`src/rtl/dbmd_pkg.sv`:
```
// Shared types, constants and DES bit-level functions for the block-mode decryptor.
package dbmd_pkg;

    localparam int BLK_W   = 64;
    localparam int KEY_W   = 64;
    localparam int MODE_W  = 3;
    localparam int CFG_IDX_W = 2;
    localparam int ROUNDS  = 16;
    localparam int Q_DEPTH_DEF = 2;

    localparam logic [MODE_W-1:0] MODE_ECB = 3'd0;
    localparam logic [MODE_W-1:0] MODE_CBC = 3'd1;
    localparam logic [MODE_W-1:0] MODE_CFB = 3'd2;
    localparam logic [MODE_W-1:0] MODE_OFB = 3'd3;
    localparam logic [MODE_W-1:0] MODE_CTR = 3'd4;

    localparam logic [CFG_IDX_W-1:0] CFG_MODE = 2'd0;
    localparam logic [CFG_IDX_W-1:0] CFG_KEY  = 2'd1;
    localparam logic [CFG_IDX_W-1:0] CFG_IV   = 2'd2;

    // Classified work item handed from front to back
    typedef struct packed {
        logic [BLK_W-1:0] din;      // DES input block
        logic [BLK_W-1:0] xor_val;  // XORed into the DES output
        logic             decrypt;
        logic             ofb;      // keystream goes back to the front
        logic             last;
    } t_job;

    // Keystream returned to the front for OFB chaining
    typedef struct packed {
        logic             valid;
        logic [BLK_W-1:0] ks;
    } t_fb_ret;

    typedef logic [47:0] t_rkeys [ROUNDS];

    localparam logic [6:0] TAB_IP [64] = '{
        58,50,42,34,26,18,10,2,60,52,44,36,28,20,12,4,
        62,54,46,38,30,22,14,6,64,56,48,40,32,24,16,8,
        57,49,41,33,25,17,9,1,59,51,43,35,27,19,11,3,
        61,53,45,37,29,21,13,5,63,55,47,39,31,23,15,7};
    localparam logic [6:0] TAB_FP [64] = '{
        40,8,48,16,56,24,64,32,39,7,47,15,55,23,63,31,
        38,6,46,14,54,22,62,30,37,5,45,13,53,21,61,29,
        36,4,44,12,52,20,60,28,35,3,43,11,51,19,59,27,
        34,2,42,10,50,18,58,26,33,1,41,9,49,17,57,25};
    localparam logic [5:0] TAB_E [48] = '{
        32,1,2,3,4,5,4,5,6,7,8,9,8,9,10,11,12,13,12,13,14,15,16,17,
        16,17,18,19,20,21,20,21,22,23,24,25,24,25,26,27,28,29,28,29,30,31,32,1};
    localparam logic [5:0] TAB_P [32] = '{
        16,7,20,21,29,12,28,17,1,15,23,26,5,18,31,10,
        2,8,24,14,32,27,3,9,19,13,30,6,22,11,4,25};
    localparam logic [6:0] TAB_PC1 [56] = '{
        57,49,41,33,25,17,9,1,58,50,42,34,26,18,10,2,59,51,43,35,27,19,11,3,
        60,52,44,36,63,55,47,39,31,23,15,7,62,54,46,38,30,22,14,6,61,53,45,37,
        29,21,13,5,28,20,12,4};
    localparam logic [5:0] TAB_PC2 [48] = '{
        14,17,11,24,1,5,3,28,15,6,21,10,23,19,12,4,26,8,16,7,27,20,13,2,
        41,52,31,37,47,55,30,40,51,45,33,48,44,49,39,56,34,53,46,42,50,36,29,32};
    localparam logic [1:0] TAB_ROT [16] = '{1,1,2,2,2,2,2,2,1,2,2,2,2,2,2,1};
    localparam logic [3:0] TAB_S [8][64] = '{
        '{14,4,13,1,2,15,11,8,3,10,6,12,5,9,0,7,0,15,7,4,14,2,13,1,10,6,12,11,9,5,3,8,
          4,1,14,8,13,6,2,11,15,12,9,7,3,10,5,0,15,12,8,2,4,9,1,7,5,11,3,14,10,0,6,13},
        '{15,1,8,14,6,11,3,4,9,7,2,13,12,0,5,10,3,13,4,7,15,2,8,14,12,0,1,10,6,9,11,5,
          0,14,7,11,10,4,13,1,5,8,12,6,9,3,2,15,13,8,10,1,3,15,4,2,11,6,7,12,0,5,14,9},
        '{10,0,9,14,6,3,15,5,1,13,12,7,11,4,2,8,13,7,0,9,3,4,6,10,2,8,5,14,12,11,15,1,
          13,6,4,9,8,15,3,0,11,1,2,12,5,10,14,7,1,10,13,0,6,9,8,7,4,15,14,3,11,5,2,12},
        '{7,13,14,3,0,6,9,10,1,2,8,5,11,12,4,15,13,8,11,5,6,15,0,3,4,7,2,12,1,10,14,9,
          10,6,9,0,12,11,7,13,15,1,3,14,5,2,8,4,3,15,0,6,10,1,13,8,9,4,5,11,12,7,2,14},
        '{2,12,4,1,7,10,11,6,8,5,3,15,13,0,14,9,14,11,2,12,4,7,13,1,5,0,15,10,3,9,8,6,
          4,2,1,11,10,13,7,8,15,9,12,5,6,3,0,14,11,8,12,7,1,14,2,13,6,15,0,9,10,4,5,3},
        '{12,1,10,15,9,2,6,8,0,13,3,4,14,7,5,11,10,15,4,2,7,12,9,5,6,1,13,14,0,11,3,8,
          9,14,15,5,2,8,12,3,7,0,4,10,1,13,11,6,4,3,2,12,9,5,15,10,11,14,1,7,6,0,8,13},
        '{4,11,2,14,15,0,8,13,3,12,9,7,5,10,6,1,13,0,11,7,4,9,1,10,14,3,5,12,2,15,8,6,
          1,4,11,13,12,3,7,14,10,15,6,8,0,5,9,2,6,11,13,8,1,4,10,7,9,5,0,15,14,2,3,12},
        '{13,2,8,4,6,15,11,1,10,9,3,14,5,0,12,7,1,15,13,8,10,3,7,4,12,5,6,11,0,14,9,2,
          7,11,4,1,9,12,14,2,0,6,10,13,15,3,5,8,2,1,14,7,4,10,8,13,15,12,9,0,3,5,6,11}};

    // Table entries count from 1 at the MSB
    function automatic logic [63:0] perm_ip(input logic [63:0] x);
        logic [63:0] r;
        for (int i = 0; i < 64; i++) r[63-i] = x[64 - int'(TAB_IP[i])];
        return r;
    endfunction

    function automatic logic [63:0] perm_fp(input logic [63:0] x);
        logic [63:0] r;
        for (int i = 0; i < 64; i++) r[63-i] = x[64 - int'(TAB_FP[i])];
        return r;
    endfunction

    function automatic t_rkeys round_keys(input logic [63:0] key);
        t_rkeys rk;
        logic [55:0] cd;
        logic [27:0] c;
        logic [27:0] d;
        logic [55:0] cat;
        for (int i = 0; i < 56; i++) cd[55-i] = key[64 - int'(TAB_PC1[i])];
        c = cd[55:28];
        d = cd[27:0];
        for (int k = 0; k < ROUNDS; k++) begin
            if (TAB_ROT[k] == 2'd1) begin
                c = {c[26:0], c[27]};
                d = {d[26:0], d[27]};
            end else begin
                c = {c[25:0], c[27:26]};
                d = {d[25:0], d[27:26]};
            end
            cat = {c, d};
            for (int i = 0; i < 48; i++) rk[k][47-i] = cat[56 - int'(TAB_PC2[i])];
        end
        return rk;
    endfunction

    function automatic logic [31:0] feistel(input logic [31:0] r, input logic [47:0] k);
        logic [47:0] x;
        logic [31:0] s;
        logic [31:0] p;
        logic [5:0]  six;
        for (int i = 0; i < 48; i++) x[47-i] = r[32 - int'(TAB_E[i])];
        x = x ^ k;
        for (int j = 0; j < 8; j++) begin
            six = x[47-6*j -: 6];
            s[31-4*j -: 4] = TAB_S[j][{six[5], six[0], six[4:1]}];
        end
        for (int i = 0; i < 32; i++) p[31-i] = s[32 - int'(TAB_P[i])];
        return p;
    endfunction

endpackage

```
`src/rtl/dbmd_fifo.sv`:
```
// Short job queue between front end and round pipeline.
module dbmd_fifo #(
    parameter int DEPTH = dbmd_pkg::Q_DEPTH_DEF
) (
    input  logic           i_clk,
    input  logic           i_rst_n,
    input  logic           i_wr_valid,
    output logic           o_wr_ready,
    input  dbmd_pkg::t_job i_wr_job,
    output logic           o_rd_valid,
    input  logic           i_rd_ready,
    output dbmd_pkg::t_job o_rd_job
);
    import dbmd_pkg::*;

    localparam int AW = (DEPTH > 1) ? $clog2(DEPTH) : 1;
    localparam int CW = $clog2(DEPTH + 1);

    t_job           r_mem [DEPTH];
    logic [AW-1:0]  r_wp, r_rp;
    logic [CW-1:0]  r_cnt;
    logic           wr, rd;

    assign o_wr_ready = r_cnt != CW'(DEPTH);
    assign o_rd_valid = r_cnt != '0;
    assign wr = i_wr_valid && o_wr_ready;
    assign rd = o_rd_valid && i_rd_ready;
    assign o_rd_job = r_mem[r_rp];

    always_ff @(posedge i_clk) begin
        if (wr) r_mem[r_wp] <= i_wr_job;
    end

    always_ff @(posedge i_clk) begin
        if (!i_rst_n) begin
            r_wp  <= '0;
            r_rp  <= '0;
            r_cnt <= '0;
        end else begin
            if (wr) r_wp <= (r_wp == AW'(DEPTH-1)) ? '0 : r_wp + AW'(1);
            if (rd) r_rp <= (r_rp == AW'(DEPTH-1)) ? '0 : r_rp + AW'(1);
            r_cnt <= r_cnt + CW'(wr) - CW'(rd);
        end
    end
endmodule

```
`config.mk`:
```
export PLATFORM = sky130hd
export DESIGN_NAME = dbmd_fifo
export DESIGN_NICKNAME = d
export VERILOG_FILES = /design/src/rtl/dbmd_pkg.sv /design/src/rtl/dbmd_fifo.sv
export SDC_FILE = /design/constraint.sdc
export NUM_CORES = 1
export LEC_CHECK = 0
export BUFFER_PORTS_ARGS = -buffer_cell sky130_fd_sc_hd__buf_2
export CORE_MARGIN = 3
export CORE_UTILIZATION = 52
export CTS_CLUSTER_SIZE = 16
export DETAILED_ROUTE_END_ITERATION = 6
export PLACE_DENSITY = 0.91
export SLEW_MARGIN = 20
export SYNTH_ARGS = -nofsm -noshare
export SYNTH_HDL_FRONTEND = slang
export SYNTH_SLANG_ARGS = --single-unit
export TNS_END_PERCENT = 30
```
`constraint.sdc`:
```
create_clock -name i_clk -period 5.3 [get_ports i_clk]
set_input_delay 1.06 -clock i_clk [delete_from_list [all_inputs] [get_ports i_clk]]
set_output_delay 1.06 -clock i_clk [all_outputs]
set_load 0.02 [all_outputs]
```
# Word level (Yosys, flattened, before mapping)
# Memory sizes are Yosys's and may differ from the RTL's. A register that Yosys moved wholly into a read port is not among the register bits.
# Index checks and enable logic that the tools add are counted.
# classes
add_sub_neg	4
eq_ne	1
muxes	6
n_reduce_logical	3
# ops
operator	count
two-way mux 1 bit	6
adder 1 bit (second input constant)	2
adder 2 x 1 -> 2 bit	1
logical AND 1 bit	2
inequality test 2 bit (second input constant)	1
nonzero test 2 bit	1
subtractor 2 x 1 -> 2 bit	1
# totals
register_bits	4
ramBits	262
inputBits	135
output_inout_bits	133
word_cells	18
memories	1
# mem_list
name	depth	width	rd	rd_ports_with_merged_regs	write_ports	line_no	text
r_mem	2	131	1	1	1	dbmd_fifo.sv:19	t_job r_mem [DEPTH];

# Longest topological paths before layout
# depth
depth_word	4
mapped_depth	6
mapped_depth_nobuf	6

# Worst setup path after synthesis
# OpenSTA, ideal clock, no wires.
# synth_path
path_type	input port to flip-flop
from	input i_wr_valid
to	memory r_mem[1][0] (netlist name), enable pin
setup_time_ns	0.507
t_arrival_ns	4.124
required_ns	4.793
slack_ns	0.669
cell_stages	1
path_buffers	0
path_cell_list	and3_1
# synth_via
elab_chain_len	3
# synth_rtl
element	line_no	text
from (decl)	dbmd_fifo.sv:7	input logic i_wr_valid,
logical AND 1 bit	dbmd_fifo.sv:26	assign wr = i_wr_valid && o_wr_ready;
two-way mux 1 bit	dbmd_fifo.sv:31	if (wr) r_mem[r_wp] <= i_wr_job;
two-way mux 1 bit (not written as such)	dbmd_fifo.sv:31	
to (decl)	dbmd_fifo.sv:19	
# No other way between the ends.

==> results.json <==
{
  "synth_xor_area_share_pct": 0.0868,
  "fin_crit_ns": 3.39,
  "crit_type": "reg -> out",
  "cp_slowest_cell": "buf_4",
  "hold_violations": 0,
  "postRouteAntennaNets": 0,
  "synthMuxAreaShare_pct": 18.1,
  "final_max_slew_viol_count": 0,
  "pwr_density_cell_mw_per_mm2": 458,
  "critPathBufInv": 2,
  "synthTopCellsByArea": "edfxtp_1 (78%), mux2_4 (13%), mux2_2 (4.6%), buf_6 (1.1%), dfxtp_1 (0.99%)",
  "grt_antenna_before_repair": 1,
  "htree_levels": 1,
  "worst_ep_arrival_time_ns": 2.33,
  "routed_wl_microns": 18700,
  "vdd_drop_max_mv": 0.385,
  "cts_tree": "built",
  "cts_root_buffer": "clkbuf_16",
  "yosysWarnings": 0,
  "cp-end-kind": "output pin",
  "p_int_w": 0.00412,
  "firstDrtPassIters": 4,
  "first_global_vias": 5294,
  "fmax_ghz": 0.295,
  "cpPeakStageDelay_ns": 0.62,
  "rows": 50,
  "die_w_microns": 145,
  "initial_core_util_pct": 53.4,
  "p_comb_share_pct": 24.7,
  "nets": 859,
  "drive_above_1_share_pct": 59.9,
  "die_y_microns": 145,
  "setup_viol": 0,
  "syn_area_per_cell_sq_um": 23.1,
  "clkTransAtPathRegs_ns": 0.06,
  "cts_resized": 0,
  "pwr-share-clk_pct": 28.8,
  "post_cts_buffers": 0,
  "seqPwrFrac_pct": 46.5,
  "hold_slack_ns": 0.603,
  "grt_usage_pct": 17.0,
  "required_ns": 4.24,
  "synth_most_common_cell": "edfxtp_1",
  "grt_pass1_wl_microns": 28800,
  "reg2reg_from": "r_cnt[0]$_SDFF_PN0_",
  "synth_nets": 573,
  "fillCellCount": 1274,
  "core_area_sq_mm": 0.0189,
  "postLayoutCoreUtil_pct": 65.9,
  "syn_area_sq_mm": 0.0101,
  "worst_clock_skew_ns": 0.0107,
  "synth_flop_cell": "edfxtp_1",
  "avgRoutedWirePerCell_microns": 18.7,
  "rsz0062_at_grt": "no",
  "worstSkewPairLatency_ns": 0.51,
  "hp-start": "r_rp$_SDFFE_PN0P_",
  "dieArea_sq_mm": 0.0211,
  "synth-simple-area-share_pct": 0.732,
  "swShare_pct": 27.7,
  "clk_path_buf_depth": 3,
  "slew_headroom_pct": 41.1,
  "max_slew.worst_pin.slew_ns": 0.884,
  "path_cells": "buf_4 > mux2_2 > buf_2",
  "synthCells": 437,
  "clock-sinks": 267,
  "regArea_sq_mm": 0.00797,
  "ys_seq_area_share_pct": 79.0,
  "port_buffers": 267,
  "fin_tns_setup_ns": 0,
  "drt-initial-drc-count": 234,
  "synth_seq_cells": 267,
  "vias": 5067,
  "critPathTopFamily": "buffers and inverters",
  "dp_hpwl_microns": 12500,
  "status": "complete, no violations",
  "synth_edf_count": 262,
  "p_leak_nw": 4.82,
  "synth_top_family_by_area": "multiplexers",
  "worstPathMaxFanout": 39,
  "start_kind": "flop",
  "grt.overflow.total": 0,
  "numCtsBuffers": 27,
  "drc": 0,
  "hp-class": "reg -> reg",
  "place.gp.congestion": 0.752,
  "viasPerCell": 5.05,
  "ios": 268,
  "multi_input_area_sq_mm": 0.00198,
  "maxCapViolCount": 0,
  "holdBufCountCts": 0,
  "area_growth_pct": 23.4,
  "switchingPower_w": 0.00158,
  "async_flop_share_pct": 0,
  "grt_max_degree": 74,
  "ys_types": 25,
  "synthTopCellsByCount": "edfxtp_1 (262), mux2_4 (90), mux2_2 (41), buf_6 (10), dfxtp_1 (5)",
  "post-route-period-util_pct": 63.9,
  "yosysTopAreaCell": "edfxtp_1",
  "synth_compound_area_share_pct": 0.533,
  "synthAdderAreaFrac_pct": 0.124,
  "synth_top_area_share_pct": 78.0
}
==> final cells by class <==
| class | instances | area share (%) |
|---|---|---|
| timing repair buffer | 272 | 11.2 |
| clock inverter | 13 | 0.502 |
| clock buffer | 34 | 5.64 |
| sequential | 267 | 64.0 |
| multi-input combinational | 154 | 15.9 |
| inverter | 1 | 0.0703 |
| antenna | 2 | 0.0402 |
| tap | 260 | 2.61 |
==> cells by family after synthesis <==
| logic type | count (synthesis) |
|---|---|
| AO/OA/AOI/OAI | 7 |
| XOR/XNOR | 1 |
| adder cells (fa/ha/maj) | 1 |
| buffers and inverters | 16 |
| flip-flops | 267 |
| multiplexers | 132 |
| AND/OR/NAND/NOR | 13 |
==> power groups by stage <==
stage	logic (W)	registers, W	clock network, W
2_1_floorplan	0.00106	0.00268	0
3_3_place_gp	0.00139	0.00268	0
3_5_place_dp	0.00142	0.00269	0
4_1_cts	0.00142	0.00265	0.00168
5_1_grt	0.00148	0.00267	0.00178
6_report	0.00140	0.00265	0.00164
==> metrics by stage <==
step / power (W) / cells / setup slack, ns / cell area, sq um
2_1_floorplan: 0.00374 / 437 / 0.669 / 10100
3_3_place_gp: 0.00407 / 954 / 2.48 / 11700
3_5_place_dp: 0.00411 / 954 / 2.41 / 11700
4_1_cts: 0.00576 / 1001 / 1.89 / 12400
5_1_grt: 0.00593 / 1001 / 1.82 / 12400
6_report: 0.00570 / 1003 / 1.91 / 12500
==> placed cells by master (no fill, tap or decap), types with 2 or more instances in the layout <==
cell type,instances
clkinv_1,5
dfxtp_1,4
and2_1,3
edfxtp_1,262
buf_4,3
clkbuf_1,7
mux2_2,41
o21ai_0,2
clkinv_2,7
buf_12,2
diode_2,2
buf_2,267
inv_6,2
clkbuf_16,27
nand2b_1,2
nor2_1,2
mux2_4,90
a21bo_2,2
==> state kept, by name (all words and copies together), names as in the netlist, named ones only <==
name	cells
r_cnt	2
r_wp	1
r_mem	262
r_rp	1
==> tightest hold or removal path: cells and delay by family, from the launching register on <==
family | cells | cell delay, ns
XOR/XNOR | 1 | 0.08
flip-flops | 1 | 0.33
AND/OR/NAND/NOR | 1 | 0.15
==> layer usage <==
| metal | part of all wire, % | wire length (microns) | global-route usage (%) |
|---|---|---|---|
| met5 | 0.043 | 8 | 0 |
| met3 | 7.8 | 1450 | 4.53 |
| met1 | 38 | 7170 | 20.6 |
| met4 | 2.4 | 444 | 4.89 |
| met2 | 51 | 9630 | 30.4 |
==> final timing paths <==
| kind | end | slack [ns] | cells past startpoint |
|---|---|---|---|
| worst min-delay path | flop | 0.60 | 2 |
| worst min register to register | flop | 0.60 | 2 |
| worst max-delay path | o_rd_job[129] | 1.91 | 3 |
| worst max register to register | r_mem[0][93]$_DFFE_PP_ | 2.97 | 4 |
No activity file was read; power rests on OpenSTA's default activity.
