===== src/rtl/dbmd_pkg.sv =====
// Shared types, constants and DES bit-level functions for the block-mode decryptor.
package dbmd_pkg;

    localparam int BLK_W   = 64;
    localparam int KEY_W   = 64;
    localparam int MODE_W  = 3;
    localparam int CFG_IDX_W = 2;
    localparam int ROUNDS  = 16;
    localparam int Q_DEPTH_DEF = 2;

    localparam logic [MODE_W-1:0] MODE_ECB = 3'd0;
    localparam logic [MODE_W-1:0] MODE_CBC = 3'd1;
    localparam logic [MODE_W-1:0] MODE_CFB = 3'd2;
    localparam logic [MODE_W-1:0] MODE_OFB = 3'd3;
    localparam logic [MODE_W-1:0] MODE_CTR = 3'd4;

    localparam logic [CFG_IDX_W-1:0] CFG_MODE = 2'd0;
    localparam logic [CFG_IDX_W-1:0] CFG_KEY  = 2'd1;
    localparam logic [CFG_IDX_W-1:0] CFG_IV   = 2'd2;

    // Classified work item handed from front to back
    typedef struct packed {
        logic [BLK_W-1:0] din;      // DES input block
        logic [BLK_W-1:0] xor_val;  // XORed into the DES output
        logic             decrypt;
        logic             ofb;      // keystream goes back to the front
        logic             last;
    } t_job;

    // Keystream returned to the front for OFB chaining
    typedef struct packed {
        logic             valid;
        logic [BLK_W-1:0] ks;
    } t_fb_ret;

    typedef logic [47:0] t_rkeys [ROUNDS];

    localparam logic [6:0] TAB_IP [64] = '{
        58,50,42,34,26,18,10,2,60,52,44,36,28,20,12,4,
        62,54,46,38,30,22,14,6,64,56,48,40,32,24,16,8,
        57,49,41,33,25,17,9,1,59,51,43,35,27,19,11,3,
        61,53,45,37,29,21,13,5,63,55,47,39,31,23,15,7};
    localparam logic [6:0] TAB_FP [64] = '{
        40,8,48,16,56,24,64,32,39,7,47,15,55,23,63,31,
        38,6,46,14,54,22,62,30,37,5,45,13,53,21,61,29,
        36,4,44,12,52,20,60,28,35,3,43,11,51,19,59,27,
        34,2,42,10,50,18,58,26,33,1,41,9,49,17,57,25};
    localparam logic [5:0] TAB_E [48] = '{
        32,1,2,3,4,5,4,5,6,7,8,9,8,9,10,11,12,13,12,13,14,15,16,17,
        16,17,18,19,20,21,20,21,22,23,24,25,24,25,26,27,28,29,28,29,30,31,32,1};
    localparam logic [5:0] TAB_P [32] = '{
        16,7,20,21,29,12,28,17,1,15,23,26,5,18,31,10,
        2,8,24,14,32,27,3,9,19,13,30,6,22,11,4,25};
    localparam logic [6:0] TAB_PC1 [56] = '{
        57,49,41,33,25,17,9,1,58,50,42,34,26,18,10,2,59,51,43,35,27,19,11,3,
        60,52,44,36,63,55,47,39,31,23,15,7,62,54,46,38,30,22,14,6,61,53,45,37,
        29,21,13,5,28,20,12,4};
    localparam logic [5:0] TAB_PC2 [48] = '{
        14,17,11,24,1,5,3,28,15,6,21,10,23,19,12,4,26,8,16,7,27,20,13,2,
        41,52,31,37,47,55,30,40,51,45,33,48,44,49,39,56,34,53,46,42,50,36,29,32};
    localparam logic [1:0] TAB_ROT [16] = '{1,1,2,2,2,2,2,2,1,2,2,2,2,2,2,1};
    localparam logic [3:0] TAB_S [8][64] = '{
        '{14,4,13,1,2,15,11,8,3,10,6,12,5,9,0,7,0,15,7,4,14,2,13,1,10,6,12,11,9,5,3,8,
          4,1,14,8,13,6,2,11,15,12,9,7,3,10,5,0,15,12,8,2,4,9,1,7,5,11,3,14,10,0,6,13},
        '{15,1,8,14,6,11,3,4,9,7,2,13,12,0,5,10,3,13,4,7,15,2,8,14,12,0,1,10,6,9,11,5,
          0,14,7,11,10,4,13,1,5,8,12,6,9,3,2,15,13,8,10,1,3,15,4,2,11,6,7,12,0,5,14,9},
        '{10,0,9,14,6,3,15,5,1,13,12,7,11,4,2,8,13,7,0,9,3,4,6,10,2,8,5,14,12,11,15,1,
          13,6,4,9,8,15,3,0,11,1,2,12,5,10,14,7,1,10,13,0,6,9,8,7,4,15,14,3,11,5,2,12},
        '{7,13,14,3,0,6,9,10,1,2,8,5,11,12,4,15,13,8,11,5,6,15,0,3,4,7,2,12,1,10,14,9,
          10,6,9,0,12,11,7,13,15,1,3,14,5,2,8,4,3,15,0,6,10,1,13,8,9,4,5,11,12,7,2,14},
        '{2,12,4,1,7,10,11,6,8,5,3,15,13,0,14,9,14,11,2,12,4,7,13,1,5,0,15,10,3,9,8,6,
          4,2,1,11,10,13,7,8,15,9,12,5,6,3,0,14,11,8,12,7,1,14,2,13,6,15,0,9,10,4,5,3},
        '{12,1,10,15,9,2,6,8,0,13,3,4,14,7,5,11,10,15,4,2,7,12,9,5,6,1,13,14,0,11,3,8,
          9,14,15,5,2,8,12,3,7,0,4,10,1,13,11,6,4,3,2,12,9,5,15,10,11,14,1,7,6,0,8,13},
        '{4,11,2,14,15,0,8,13,3,12,9,7,5,10,6,1,13,0,11,7,4,9,1,10,14,3,5,12,2,15,8,6,
          1,4,11,13,12,3,7,14,10,15,6,8,0,5,9,2,6,11,13,8,1,4,10,7,9,5,0,15,14,2,3,12},
        '{13,2,8,4,6,15,11,1,10,9,3,14,5,0,12,7,1,15,13,8,10,3,7,4,12,5,6,11,0,14,9,2,
          7,11,4,1,9,12,14,2,0,6,10,13,15,3,5,8,2,1,14,7,4,10,8,13,15,12,9,0,3,5,6,11}};

    // Table entries count from 1 at the MSB
    function automatic logic [63:0] perm_ip(input logic [63:0] x);
        logic [63:0] r;
        for (int i = 0; i < 64; i++) r[63-i] = x[64 - int'(TAB_IP[i])];
        return r;
    endfunction

    function automatic logic [63:0] perm_fp(input logic [63:0] x);
        logic [63:0] r;
        for (int i = 0; i < 64; i++) r[63-i] = x[64 - int'(TAB_FP[i])];
        return r;
    endfunction

    function automatic t_rkeys round_keys(input logic [63:0] key);
        t_rkeys rk;
        logic [55:0] cd;
        logic [27:0] c;
        logic [27:0] d;
        logic [55:0] cat;
        for (int i = 0; i < 56; i++) cd[55-i] = key[64 - int'(TAB_PC1[i])];
        c = cd[55:28];
        d = cd[27:0];
        for (int k = 0; k < ROUNDS; k++) begin
            if (TAB_ROT[k] == 2'd1) begin
                c = {c[26:0], c[27]};
                d = {d[26:0], d[27]};
            end else begin
                c = {c[25:0], c[27:26]};
                d = {d[25:0], d[27:26]};
            end
            cat = {c, d};
            for (int i = 0; i < 48; i++) rk[k][47-i] = cat[56 - int'(TAB_PC2[i])];
        end
        return rk;
    endfunction

    function automatic logic [31:0] feistel(input logic [31:0] r, input logic [47:0] k);
        logic [47:0] x;
        logic [31:0] s;
        logic [31:0] p;
        logic [5:0]  six;
        for (int i = 0; i < 48; i++) x[47-i] = r[32 - int'(TAB_E[i])];
        x = x ^ k;
        for (int j = 0; j < 8; j++) begin
            six = x[47-6*j -: 6];
            s[31-4*j -: 4] = TAB_S[j][{six[5], six[0], six[4:1]}];
        end
        for (int i = 0; i < 32; i++) p[31-i] = s[32 - int'(TAB_P[i])];
        return p;
    endfunction

endpackage


===== src/rtl/dbmd_front.sv =====
// Front end: config registers, chaining state and per-beat classification.
module dbmd_front (
    input  logic                         i_clk,
    input  logic                         i_rst_n,
    input  logic                         i_cfg_we,
    input  logic [dbmd_pkg::CFG_IDX_W-1:0] i_cfg_idx,
    input  logic [63:0]                  i_cfg_data,
    input  logic                         i_valid,
    output logic                         o_ready,
    input  logic [63:0]                  i_cipher_block,
    input  logic                         i_last_block,
    input  logic                         i_q_ready,
    output logic                         o_q_valid,
    output dbmd_pkg::t_job               o_q_job,
    input  dbmd_pkg::t_fb_ret            i_ret,
    output logic [63:0]                  o_key
);
    import dbmd_pkg::*;

    logic [MODE_W-1:0] r_mode;
    logic [63:0]       r_key;
    logic [63:0]       r_iv;
    logic [63:0]       r_chain, n_chain;
    logic              r_start, n_start;
    logic              r_pend, n_pend;
    logic              fire;
    logic [63:0]       fb;

    assign o_ready   = i_q_ready && !r_pend;
    assign fire      = i_valid && o_ready;
    assign o_q_valid = i_valid && !r_pend;
    assign o_key     = r_key;
    assign fb        = r_start ? r_iv : r_chain;

    always_comb begin
        o_q_job.last    = i_last_block;
        o_q_job.ofb     = 1'b0;
        o_q_job.decrypt = 1'b0;
        o_q_job.din     = fb;
        o_q_job.xor_val = i_cipher_block;
        n_chain = r_chain;
        case (r_mode)
            MODE_CBC: begin
                o_q_job.decrypt = 1'b1;
                o_q_job.din     = i_cipher_block;
                o_q_job.xor_val = fb;
                n_chain         = i_cipher_block;
            end
            MODE_CFB: n_chain = i_cipher_block;
            MODE_OFB: o_q_job.ofb = 1'b1;
            MODE_CTR: n_chain = fb + 64'd1;
            default: begin
                o_q_job.decrypt = 1'b1;
                o_q_job.din     = i_cipher_block;
                o_q_job.xor_val = '0;
            end
        endcase
        if (!fire) n_chain = r_chain;
        if (i_ret.valid) n_chain = i_ret.ks;
    end

    always_comb begin
        n_start = r_start;
        n_pend  = r_pend;
        if (fire) begin
            if (i_last_block) n_start = 1'b1;
            else if (r_mode >= MODE_CBC && r_mode <= MODE_CTR) n_start = 1'b0;
            if (r_mode == MODE_OFB) n_pend = 1'b1;
        end
        if (i_ret.valid) n_pend = 1'b0;
    end

    always_ff @(posedge i_clk) begin
        if (!i_rst_n) begin
            r_mode  <= MODE_ECB;
            r_key   <= '0;
            r_iv    <= '0;
            r_chain <= '0;
            r_start <= 1'b1;
            r_pend  <= 1'b0;
        end else begin
            r_chain <= n_chain;
            r_start <= n_start;
            r_pend  <= n_pend;
            if (i_cfg_we) begin
                unique case (i_cfg_idx)
                    CFG_MODE: r_mode <= i_cfg_data[MODE_W-1:0];
                    CFG_KEY:  r_key  <= i_cfg_data;
                    CFG_IV:   r_iv   <= i_cfg_data;
                    default: ;
                endcase
            end
        end
    end
endmodule


===== config.mk =====
export PLATFORM = sky130hd
export DESIGN_NAME = dbmd_front
export DESIGN_NICKNAME = d
export VERILOG_FILES = /design/src/rtl/dbmd_pkg.sv /design/src/rtl/dbmd_front.sv
export SDC_FILE = /design/constraint.sdc
export NUM_CORES = 1
export LEC_CHECK = 0
export BUFFER_PORTS_ARGS = -buffer_cell sky130_fd_sc_hd__buf_2
export CAP_MARGIN = 5
export CORE_UTILIZATION = 40
export CTS_CLUSTER_DIAMETER = 200
export DETAILED_ROUTE_END_ITERATION = 12
export GPL_ROUTABILITY_DRIVEN = 0
export GPL_TIMING_DRIVEN = 1
export PLACE_DENSITY = 0.66
export SLEW_MARGIN = 30
export SYNTH_ARGS = -nofsm -noshare
export SYNTH_HDL_FRONTEND = slang
export SYNTH_SLANG_ARGS = --single-unit

===== constraint.sdc =====
create_clock -name i_clk -period 4.5 [get_ports i_clk]
set_input_delay 0.225 -clock i_clk [delete_from_list [all_inputs] [get_ports i_clk]]
set_output_delay 0.225 -clock i_clk [all_outputs]
set_load 0.02 [all_outputs]

* After elaboration in Yosys (flattened, before gate mapping)
Index checks and enable logic that the tools add are counted.
** Word-level totals
- Bits in registers :: 197
- Output and inout port bits :: 197
- Logic and storage cells :: 42
- Input port bits :: 201
** Operators by class
- $lt $le $gt $ge :: 2
- Muxes and demuxes :: 8
- Reductions and logical operators :: 18
- Add/subtract/negate cells :: 1
- Bitwise operators :: 1
- Equal/unequal tests :: 6
** Operators by type and width (count)
- $pmux W129 S2 :: 1
- $mux W64 :: 3
- $pmux W64 S2 :: 1
- $add A64 B1 Y64 const B :: 1
- $reduce_and A2 Y1 :: 6
- $eq A3 B2 Y1 const B :: 2
- $logic_and A1 B1 Y1 :: 4
- $reduce_bool A2 Y1 :: 2
- $reduce_or A2 Y1 :: 2
- $eq A3 B1 Y1 const B :: 1
- $eq A3 B3 Y1 const B :: 1
- $ge A3 B1 Y1 const B :: 1
- $le A3 B3 Y1 const B :: 1
- $mux W1 :: 3
- $reduce_bool A3 Y1 :: 1
- $reduce_or A3 Y1 :: 1
- $eq A2 B1 Y1 const B :: 1
- $eq A2 B2 Y1 const B :: 1
- $logic_not A2 Y1 :: 1
- $logic_not A1 Y1 :: 1
- $not A1 Y1 :: 1

* Logic depth before layout (Yosys ltp)
- Depth after elaboration :: 5
- Depth in mapped cells :: 15
- Mapped depth without buffers :: 8

* Worst setup path after synthesis
No wires, ideal clock.
- Path type :: register to register
- From :: reg r_start
- To :: reg r_chain[34]
- Clock period less this slack :: 3.446 ns
- Path slack :: 1.054 ns
- Cell stages (with the launch flop) :: 16
- Data arrival time :: 3.321 ns
- Cells stage by stage :: dfxtp_1 > buf_6 > buf_6 > buf_4 > buf_2 > buf_2 > buf_2 > mux2_2 > ha_1 > inv_1 > a211oi_1 > nand4_1 > clkbuf_1 > nor3_1 > xor2_1 > o21ai_0
** On the way
- Longest elaborated chain between the ends :: 5
** RTL lines
- start, declared :: RTL line dbmd_front.sv:24 : logic r_start, n_start;
- start signal, assigned :: RTL line dbmd_front.sv:83 : r_start <= n_start;
- $mux W64 :: RTL line dbmd_front.sv:33 : assign fb = r_start ? r_iv : r_chain;
- $add A64 B1 Y64 :: RTL line dbmd_front.sv:51 : MODE_CTR: n_chain = fb + 64'd1;
- $pmux W64 S2 :: RTL line dbmd_front.sv:42 : case (r_mode)
- $mux W64 :: RTL line dbmd_front.sv:58 : if (!fire) n_chain = r_chain;
- $mux W64 :: RTL line dbmd_front.sv:59 : if (i_ret.valid) n_chain = i_ret.ks;
- end signal, assigned :: RTL line dbmd_front.sv:82 : r_chain <= n_chain;
- end, declared :: RTL line dbmd_front.sv:23 : logic [63:0] r_chain, n_chain;
Every way passes these cells. The select of a mux whose other input is x is not followed.
A chain may end at the register's enable or synchronous reset.

* Worst setup path in the final report
- From :: reg r_start
- To :: reg r_chain[30]
Same word-level chain as after synthesis.

==> key figures <==
Route
  – Wirelength, routed: 50800 µm
  – Vias: 14.2k
  – DRC Markers: 0
  – Initial DRC Count: 1349
  – DR WL/cell: 20.9 µm
  – Routed Antenna Nets: 0
  – 1st-pass router iterations: 8
  – Vias per cell: 5.86

Die
  – # rows: 63
  – Die area: 0.0309 mm²
  – Initial Utilization: 0.407
  – I/O pins: 398
  – Die height: 176 µm
  – Chip Width: 176 µm
  – Core area: 0.0296 mm²

Logic synthesis
  – Synthesized cell area: 0.0121 mm²
  – Yosys reg bits: 197
  – Share of flip-flops with an asynchronous set or reset: 0
  – Sequential-to-total area share from yosys stat: 0.327
  – Avg Cell Area, Syn: 7.08 µm²
  – EDFF count, synth: 0
  – Gate Count Post-Synth: 1705
  – Ys flop type: dfxtp_1
  – Netlist cell types: 69
  – Syn_nets: 1907
  – Synth Warn #: 0

Power
  – Total power per unit cell area: 295 mW/mm²
  – Worst vdd ir: 0.229 mV
  – LEAKAGE: 6.17 nW

CTS
  – CTS Buffer Depth: 2
  – CTS Sinks: 197
  – CTS resizes: 0
  – CTS buffer count: 17
  – CTS root buffer: clkbuf_16
  – Skew-Pair Late Insertion Delay: 460 ps
  – TritonCTS clock tree: yes
  – CTS H-tree depth: 4
  – Clock-pin slew on the worst setup and hold paths: 90 ps

Global routing
  – Wire length of the first global-routing pass: 76400 µm
  – Vias in the first global route: 13.0k
  – Total gr overflow: 0
  – Largest net degree at the start of global routing: 120
  – Gr usage total: 0.323
  – Initial antenna violation count: 6

Setup path
  – Critical Path AT: 3880 ps
  – Critical setup path kind: register to register
  – CP Data Required Time: 4870 ps
  – CP max-delay cell: dfxtp_4
  – Endpoint class of the critical path: register
  – Cell mode on critical path: a211oi_1
  – Worst path top cell family by delay: simple AND/OR/NAND/NOR gates
  – Slowest stage delay, CP: 890 ps
  – Crit path buf inv count: 1
  – Crit-path cells: mux2_2 -> ha_1 -> inv_1 -> a211oi_1 -> nand4_1 -> nor4b_1 -> xor2_1 -> a211oi_1
  – Worst Setup Start Kind: register
  – CP Max Fanout: 71

Layout
  – Fraction of layout instances using a drive strength above 1: 0.242
  – Multi-input gate area: 0.00760 mm²
  – Area grow syn2layout: 23.6%
  – FILL cells: 3036
  – Non-Filler Instances: 2425
  – Nets: 2221
  – Register area: 0.00395 mm²
  – Final Core Density: 0.503

Worst hold path
  – Class of the most critical hold timing path: primary input to register

STA
  – FMAX: 285 MHz
  – Slew @ Worst Pin: 852 ps
  – Slew HR: 0.416
  – Worst clock skew: 15.5 ps
  – Final setup viols: 0
  – Setup TNS: 0 ps
  – RSZ-0062 raised after global routing: false
  – Slew Viols, Final: 0
  – Final hold vios: 0
  – Worst hold margin: 16.0 ps
  – Final Critical Period: 3510 ps
  – Tcrit/Tclk final: 0.780

Flow run
  – Max-Cap Viols: 0

Place
  – Port Buf Inserts: 397
  – HPWL Detailed: 38100 µm
  – Cells after DPL: 2389

Run status
  – Status: finished clean
[cell usage in the layout (no fill, tap or decap), types with 5 or more instances in the layout]
| master | synthesis | final |
|---|---|---|
| inv_1 | 9 | 9 |
| a221oi_1 | 12 | 12 |
| nand3b_1 | 31 | 31 |
| or3_1 | 6 | 6 |
| a21oi_1 | 237 | 236 |
| nand3_1 | 56 | 56 |
| o21ai_0 | 102 | 101 |
| o22ai_1 | 11 | 11 |
| nand2b_1 | 13 | 13 |
| a222oi_1 | 6 | 6 |
| mux2_2 | 8 | 8 |
| a31oi_1 | 9 | 9 |
| and3_1 | 7 | 7 |
| o211ai_1 | 13 | 13 |
| xnor2_1 | 8 | 8 |
| nor4_1 | 16 | 16 |
| nand4_1 | 28 | 28 |
| a211oi_1 | 30 | 30 |
| inv_8 | 0 | 5 |
| buf_2 | 12 | 397 |
| clkbuf_16 | 0 | 17 |
| nor3b_1 | 6 | 5 |
| o21ai_1 | 6 | 5 |
| dfxtp_1 | 197 | 196 |
| nand2_1 | 409 | 408 |
| or4_1 | 5 | 5 |
| xor2_1 | 35 | 35 |
| nor3_1 | 34 | 33 |
| nand4b_1 | 6 | 6 |
| a22oi_1 | 13 | 13 |
| o311ai_0 | 9 | 9 |
| o31ai_1 | 6 | 6 |
| mux2i_1 | 68 | 68 |
| o221ai_1 | 13 | 12 |
| nor2_1 | 112 | 111 |
| buf_4 | 3 | 26 |
[flip-flops by register name, indices dropped and copies added, names as in the netlist]
register / flops
o_key: 64
r_chain: 64
r_iv: 64
r_mode: 3
r_pend: 1
r_start: 1
[worst paths after layout]
path / from / slack (ps) / to / cells past startpoint
worst max-delay path: r_start$_SDFFE_PN1P_ / 990 / r_chain[30]$_SDFFE_PN0P_ / 8
worst min-delay path: i_cfg_data[54] / 20 / o_key[54]$_SDFFE_PN0P_ / 3
worst max register to register: r_start$_SDFFE_PN1P_ / 990 / r_chain[30]$_SDFFE_PN0P_ / 8
worst min register to register: o_key[39]$_SDFFE_PN0P_ / 450 / o_key[39]$_SDFFE_PN0P_ / 2
[report_power, final]
group          total, mW  switching, mW  internal, mW
Sequential          1.92         0.0995          1.82
Clock               1.63          0.821         0.805
Combinational      0.853          0.560         0.293
[layer usage]
metal | GRT usage | wire length, µm
met3 | 0.0859 | 6080
met1 | 0.445 | 21200
met4 | 0.108 | 1570
met5 | 0 | 48
met2 | 0.484 | 21900
[cell type report]
class                   count  area share
multi-input cells        1367       0.510
flip-flops and latches    197       0.265
repair buffers            425       0.148
well taps                 390      0.0327
clock buffers              17      0.0285
clock inverters            15      0.0123
inverters                  11     0.00294
diodes                      3    0.000503
[worst min-delay path, stage by stage]
cell     delay (ps)
buf_2           110
nand2_1          50
a21oi_1          50
[per-stage QoR]
stage | instance area [µm²] | total power [mW] | worst slack (ps)
4_1_cts | 14900 | 4.40 | 1090
3_3_place_gp | 14300 | 2.79 | 1200
5_1_grt | 14900 | 4.57 | 720
2_1_floorplan | 12100 | 2.43 | 1050
6_report | 14900 | 4.40 | 991
3_5_place_dp | 14300 | 2.80 | 1070
[cell usage after synthesis (7+ instances only)]
cell type	number	area [µm²]
a21oi_1	237	1190
nand4_1	28	175
o221ai_1	13	114
dfxtp_1	197	3940
and3_1	7	43.8
a221oi_1	12	105
buf_1	13	48.8
a31oi_1	9	56.3
xnor2_1	8	70.1
nand3b_1	31	233
xor2_1	35	307
mux2_2	8	90.1
nand2b_1	13	81.3
o21ai_0	102	510
buf_2	12	60.1
nor2_1	112	420
nor4_1	16	100
o22ai_1	11	68.8
o311ai_0	9	78.8
nand2_1	409	1540
clkbuf_1	99	372
a22oi_1	13	97.6
a211oi_1	30	225
mux2i_1	68	681
nor3_1	34	170
inv_1	9	33.8
nand3_1	56	280
o211ai_1	13	97.6
[logic make-up after synthesis]
logic type                 Yosys count  share of synthesized area
muxes                               76                     0.0639
DFF                                197                      0.327
xor gates and xnor gates            43                     0.0312
buffers and inverters              141                     0.0476
AOI/OAI and AO/OA                  497                      0.245
adders and majority gates            1                    0.00104
and+or+nand+nor                    750                      0.285
[timing repair]
item | in CTS | in global routing
setup buffers | 0 | 0
hold buffers | 1 | 0
endpoints found under the hold margin | 1 | 0
No activity file was read; power rests on OpenSTA's default activity.
